<file path="src/design/lfu_pkg.sv">
// lfu_pkg: constants and types for the LFU cache engine.
// No dependencies.
package lfu_pkg;
	localparam int DEPTH      = 64;
	localparam int KEY_BITS   = 16;
	localparam int IDX_BITS   = (DEPTH > 1) ? $clog2(DEPTH) : 1;
	localparam int CNT_BITS   = $clog2(DEPTH + 1);
	localparam int CAP_BITS   = 7;
	localparam int ADDR_BITS  = 1;
	localparam logic [ADDR_BITS-1:0] REG_CAPACITY = 1'b0;
	localparam logic [CAP_BITS-1:0]  CAP_RESET    = 7'd64;
	localparam logic CMD_GET = 1'b0;
	localparam logic CMD_PUT = 1'b1;

	// controller to datapath
	typedef struct packed {
		logic load;     // latch the incoming word, clear scan results
		logic scan;     // read and compare one slot at rd_cnt_q
		logic commit;   // apply update, build result
	} lfu_cmd_t;

	// datapath to controller
	typedef struct packed {
		logic scan_last;  // current slot is the last occupied one
		logic empty;      // no occupied slots
	} lfu_stat_t;
endpackage

</file>
<file path="src/design/lfu_ctrl.sv">
// lfu_ctrl: sequencer for load, slot scan and commit of one word.
// Depends on lfu_pkg.
module lfu_ctrl (
	input  logic              clk,
	input  logic              arst_n,
	input  logic              in_valid,
	output logic              in_ready,
	output logic              out_valid,
	input  logic              out_ready,
	input  lfu_pkg::lfu_stat_t stat,
	output lfu_pkg::lfu_cmd_t  cmd
);
	typedef enum logic [3:0] {
		ST_IDLE = 4'b0001,
		ST_LOAD = 4'b0010,
		ST_SCAN = 4'b0100,
		ST_DONE = 4'b1000
	} state_t;
	state_t state_q, state_d;
	logic   out_valid_q;

	assign in_ready  = (state_q == ST_IDLE);
	assign out_valid = out_valid_q;

	// next state
	always_comb begin
		state_d = state_q;
		cmd     = '0;
		case (state_q)
			ST_IDLE: begin
				if (in_valid) begin
					cmd.load = 1'b1;
					state_d  = ST_LOAD;
				end
			end
			ST_LOAD: begin
				if (stat.empty) state_d = ST_DONE;
				else            state_d = ST_SCAN;
			end
			ST_SCAN: begin
				cmd.scan = 1'b1;
				if (stat.scan_last) state_d = ST_DONE;
			end
			ST_DONE: begin
				// wait until the previous result register is free
				if (!out_valid_q || out_ready) begin
					cmd.commit = 1'b1;
					state_d    = ST_IDLE;
				end
			end
			default: state_d = ST_IDLE;
		endcase
	end

	always_ff @(posedge clk or negedge arst_n) begin
		if (!arst_n) begin
			state_q     <= ST_IDLE;
			out_valid_q <= 1'b0;
		end else begin
			state_q <= state_d;
			if (cmd.commit)     out_valid_q <= 1'b1;
			else if (out_ready) out_valid_q <= 1'b0;
		end
	end
endmodule

</file>
<file path="config.mk">
export PLATFORM = sky130hd
export DESIGN_NAME = lfu_ctrl
export DESIGN_NICKNAME = d
export VERILOG_FILES = /design/src/design/lfu_pkg.sv /design/src/design/lfu_ctrl.sv
export SDC_FILE = /design/constraint.sdc
export NUM_CORES = 1
export LEC_CHECK = 0
export ABC_AREA = 1
export BUFFER_PORTS_ARGS = -buffer_cell sky130_fd_sc_hd__buf_2
export CAP_MARGIN = 20
export CORE_AREA = 10 10 47 49
export CTS_BUF_LIST = sky130_fd_sc_hd__clkbuf_8 sky130_fd_sc_hd__clkbuf_16
export CTS_CLUSTER_SIZE = 28
export DETAILED_ROUTE_END_ITERATION = 8
export DIE_AREA = 0 0 57 59
export MAX_ROUTING_LAYER = met4
export PLACE_DENSITY_LB_ADDON = 0.3
export SLEW_MARGIN = 20
export SYNTH_ARGS = -nofsm -noshare
export SYNTH_HDL_FRONTEND = slang
export SYNTH_SLANG_ARGS = --single-unit
</file>
<file path="constraint.sdc">
create_clock -name clk -period 1.2 [get_ports clk]
set_input_delay 0.06 -clock clk [delete_from_list [all_inputs] [get_ports clk]]
set_output_delay 0.06 -clock clk [all_outputs]
set_load 0.005 [all_outputs]
</file>
# Word-level counts from Yosys, hierarchy flattened
# Index checks and enable logic that the tools add are counted.
[totals] word_cells=25 register_bits=5 inputBits=6 output_inout_bits=5
[op_classes] muxes=12 reduce_logical=4 n_eq_ne=7
[op_table] operator="4-bit 2-to-1 mux" count=4
[op_table] operator="4-bit case mux with 4 select lines" count=1
[op_table] operator="1-bit 2-to-1 mux" count=7
[op_table] operator="2-bit != test, second input constant" count=3
[op_table] operator="4-bit by 1-bit == test with 1-bit output, second input constant" count=1
[op_table] operator="4-bit by 2-bit == test with 1-bit output, second input constant" count=1
[op_table] operator="4-bit by 3-bit == test with 1-bit output, second input constant" count=1
[op_table] operator="4-bit == test, second input constant" count=1
[op_table] operator="3-bit AND reduction" count=1
[op_table] operator="2-bit nonzero test" count=1
[op_table] operator="1-bit zero test" count=1
[op_table] operator="1-bit logical OR" count=1

# Depth between registers and ports, before layout
[depth] ltp_word=5 depth_mapped=6 ltp_nobuf=6

# Worst setup path after synthesis
# Ideal clock, no wire load.
[synth_path] kind="flip-flop to flip-flop" start="register state_q[0]" end="register state_q[3]" slack_ns=0.180 setup_ns=0.124 n_path_buf=0 period_less_slack_ns=1.020 stages_incl_launch_ff=6 required_ns=1.076 t_arrival_ns=0.897 path_cell_list="dfstp_2 inv_1 nor2_1 nand3_1 nand3_1 o21bai_2"
[synth_via] elab_chain_cells=3 elab_cells_between_ends=9 classes_between="7 x eq/ne; 1 x mux; 1 x reduce/logical"
[synth_lines] element="start: declaration" line="lfu_ctrl.sv:19" text="state_t state_q, state_d;"
[synth_lines] element="start signal: assignment" line="lfu_ctrl.sv:60" text="state_q <= state_d;"
[synth_lines] element="4-bit == test, or another cell as far along" line="lfu_ctrl.sv:29" text="case (state_q)"
[synth_lines] element="2-bit != test (no source line)"
[synth_lines] element="3-bit AND reduction (no source line)"
# Several ways; a longest one is shown, not always the timed one.
# A chain may end at the register's enable or synchronous reset.

==> metrics.md <==
| Metric | Value |
|---|---|
| WHS | `0.0519 ns` |
| Worst rel slew slack | `85.7%` |
| Ys async rst share | `100%` |
| Clock Latency Late Sink | `0.22 ns` |
| Initial DRT Pass Iterations | `4` |
| Reg2reg start | `state_q[0]` |
| Die Y | `59 um` |
| Failing checks | `setup timing` |
| Antenna diode count | `0` |
| Netlist cell types | `11` |
| Crit start category | `register` |
| Tcrit/Tclk final | `101%` |
| Clk buf depth | `2` |
| Number of enable flip-flop cells after synthesis | `0` |
| Max-Cap Viols | `0` |
| First-pass GRT wire length | `1.20 mm` |
| Warnings, synthesis | `0` |
| Wirelength per Cell | `10.3 um` |
| Gpl congestion | `0.807` |
| Slew Viols, Final | `0` |
| FF-to-FF path depth | `7` |
| Synth top area share | `34.0%` |
| Nets@finish | `68` |
| Post-route clock skew | `0.000364 ns` |
| Crit-path max FO | `4` |
| Worst EP required | `1.14 ns` |
| Core Area | `0.00140 sq mm` |
| Final min period | `1.21 ns` |
| Syn nets | `48` |
| Routed Antenna Nets | `0` |
| Seq/Total Area, Yosys | `43.0%` |
| Final setup fails | `3` |
| Finished Core Util | `34.8%` |
| Area Overhead vs Synth | `66.0%` |
| RSZ-0062 raised after global routing | `true` |
| Clk slew on worst S/H paths | `0.03 ns` |
| # DRC | `0` |
| Fin area | `488 sq um` |
| Hold crit path type | `primary input to register` |
| Total Routing Usage GR | `4.98%` |
| Post-Syn Area | `294 sq um` |
| Maximum clock frequency | `0.829 GHz` |
| Drt via density | `4.19` |
| Drt total wl | `794 um` |
| Power per cell area | `2180 mW/mm^2` |
| Outcome | `finished with violations` |
| Ratio of cells with drive above 1 in the final layout | `50.8%` |
| Area of the multi-input gates | `165 sq um` |
| Cell row count | `14` |
| Most numerous cell in the Yosys netlist | `inv_1` |
| CP endpoint kind | `primary output` |
| Leak pwr | `0.000289 uW` |
| Largest cells by area after synthesis | `dfrtp_1 (34%), inv_1 (14%), nand3_1 (10%)` |
| CTS Buf Count | `3` |
| Worst-margin pin slew | `0.214 ns` |
| Met3 WL post-DR | `66 um` |
| Worst R2R End | `state_q[0]` |
| Initial antenna violation count | `0` |
| Die Width | `57 um` |
| Die area | `0.00336 sq mm` |
| Synthesized flop and latch total | `5` |
| Synth Area per Inst | `7.00 sq um` |
| Crit path from | `state_q[0]` |
| Final Hold Violating Endpoints | `0` |
| DP Worst Slack | `0.127 ns` |
| Reg2reg setup slack | `0.05 ns` |
| DR vias | `323` |
| Vias in the first global route | `305` |
| Initial core utilization | `21.0%` |
| Final worst slack | `-0.00642 ns` |
| Largest net degree at the start of global routing | `6` |
| IO buf count | `10` |
| Clock Sinks | `5` |
| H-tree depth | `1` |
| Peak VDD IR | `0.838 mV` |
| Fillers | `164` |
| Hpwl dp | `578 um` |
| Critical Path End | `cmd[0]` |
| TritonCTS clock tree | `done` |
| Data arrival, critical path | `1.15 ns` |
| Boundary Pins | `11` |
| CTS root buffer | `clkbuf_8` |
| Initial drt markers | `10` |
| Storage element area | `126 sq um` |
| WL met1 | `350 um` |
| Setup CP Type | `register to primary output` |
| Area after DPL | `364 sq um` |
| Highest metal used | `met4` |
| Cells after Synth | `42` |
| Gr ovfl total | `0` |
| Synth Flop Type | `dfrtp_1` |
| Area leader, netlist | `dfrtp_1` |
| Top cells by instance count after synthesis | `inv_1 (11), nor2_1 (7), nand3_1 (6), nand2_1 (5), dfrtp_1 (4)` |
| Routed met2 length | `366 um` |
==> power by group <==
| part | internal (uW) | leakage (uW) | total, uW | switching (uW) |
|---|---|---|---|---|
| Combinational | 232 | 0.000197 | 484 | 253 |
| Sequential | 229 | 0.0000651 | 281 | 52.5 |
| Clock | 219 | 0.0000269 | 297 | 78.4 |
| Total | 679 | 0.000289 | 1060 | 383 |
==> worst min path at each step <==
| stage | from | endpoint | slack (ns) | depth (start not counted) |
|---|---|---|---|---|
| 4_1_cts | out_ready | out_valid | 0.06 | 2 |
| 3_5_place_dp | arst_n | state_q[2] | -0.12 | 1 |
| 2_1_floorplan | arst_n | out_valid | -0.24 | 0 |
| 5_1_grt | out_ready | out_valid | 0.09 | 2 |
| 6_report | out_ready | out_valid | 0.05 | 2 |
| 3_3_place_gp | arst_n | state_q[3] | -0.12 | 1 |
==> cells in the final DEF, fill, tap and decap left out <==
master	synthesis	layout
nand2_1	5	3
dfrtp_1	4	4
nor2_4	0	3
nand3_1	6	4
nor2_2	3	2
inv_1	11	11
buf_4	0	4
nor2_1	7	5
inv_2	0	1
dlygate4sd3_1	0	1
buf_2	0	10
clkbuf_8	0	3
nand3_2	0	2
nand2_2	1	3
o21ai_2	0	1
o21ai_0	2	2
dfstp_2	1	1
o21bai_2	1	1
==> worst max-delay path, stage by stage, from the launching register on <==
cell and delay, ns:
dfstp_2 0.53, buf_4 0.12, nor2_4 0.04, nand2_2 0.08
nor2_1 0.03, buf_2 0.13
==> routing by layer <==
metal / GRT usage [%] / up-vias
met2: 5.74 / 13
li1: - / 164
met4: 5.03 / 0
met5: - / -
met1: 5.49 / 144
met3: 3.00 / 2
==> kinds of logic after synthesis <==
group | Yosys count | synth area share, %
DFF | 5 | 43.0
and+or+nand+nor | 22 | 34.0
AOI/OAI and AO/OA | 4 | 8.93
buffers and inverters | 11 | 14.0
==> layout make-up <==
class                      count  share of cell area (%)
clock buffer                   3                    8.46
clock inverter                 1                   0.769
timing repair buffer          15                    18.5
tap                           16                    4.10
sequential                     5                    25.9
multi-input combinational     26                    33.8
inverter                      11                    8.46
==> stage by stage <==
step           setup TNS, ns  power, uW  cells
6_report             -0.0154       1060     77
5_1_grt               -0.199       1160     77
4_1_cts               -0.160        948     75
3_5_place_dp               0        561     68
3_3_place_gp               0        558     68
2_1_floorplan              0        466     42
==> sequential cells by signal, summed over array words and instances, names as in the netlist <==
register and cells:
state_q 4, out_valid 1
==> repair_timing <==
item	CTS	global route
endpoints found under the hold margin	5	0
setup buffers	2	2
setup endpoints to repair	2	6
pin swaps	1	4
hold buffers	1	0
resized for setup	2	9
No activity file was read; power rests on OpenSTA's default activity.
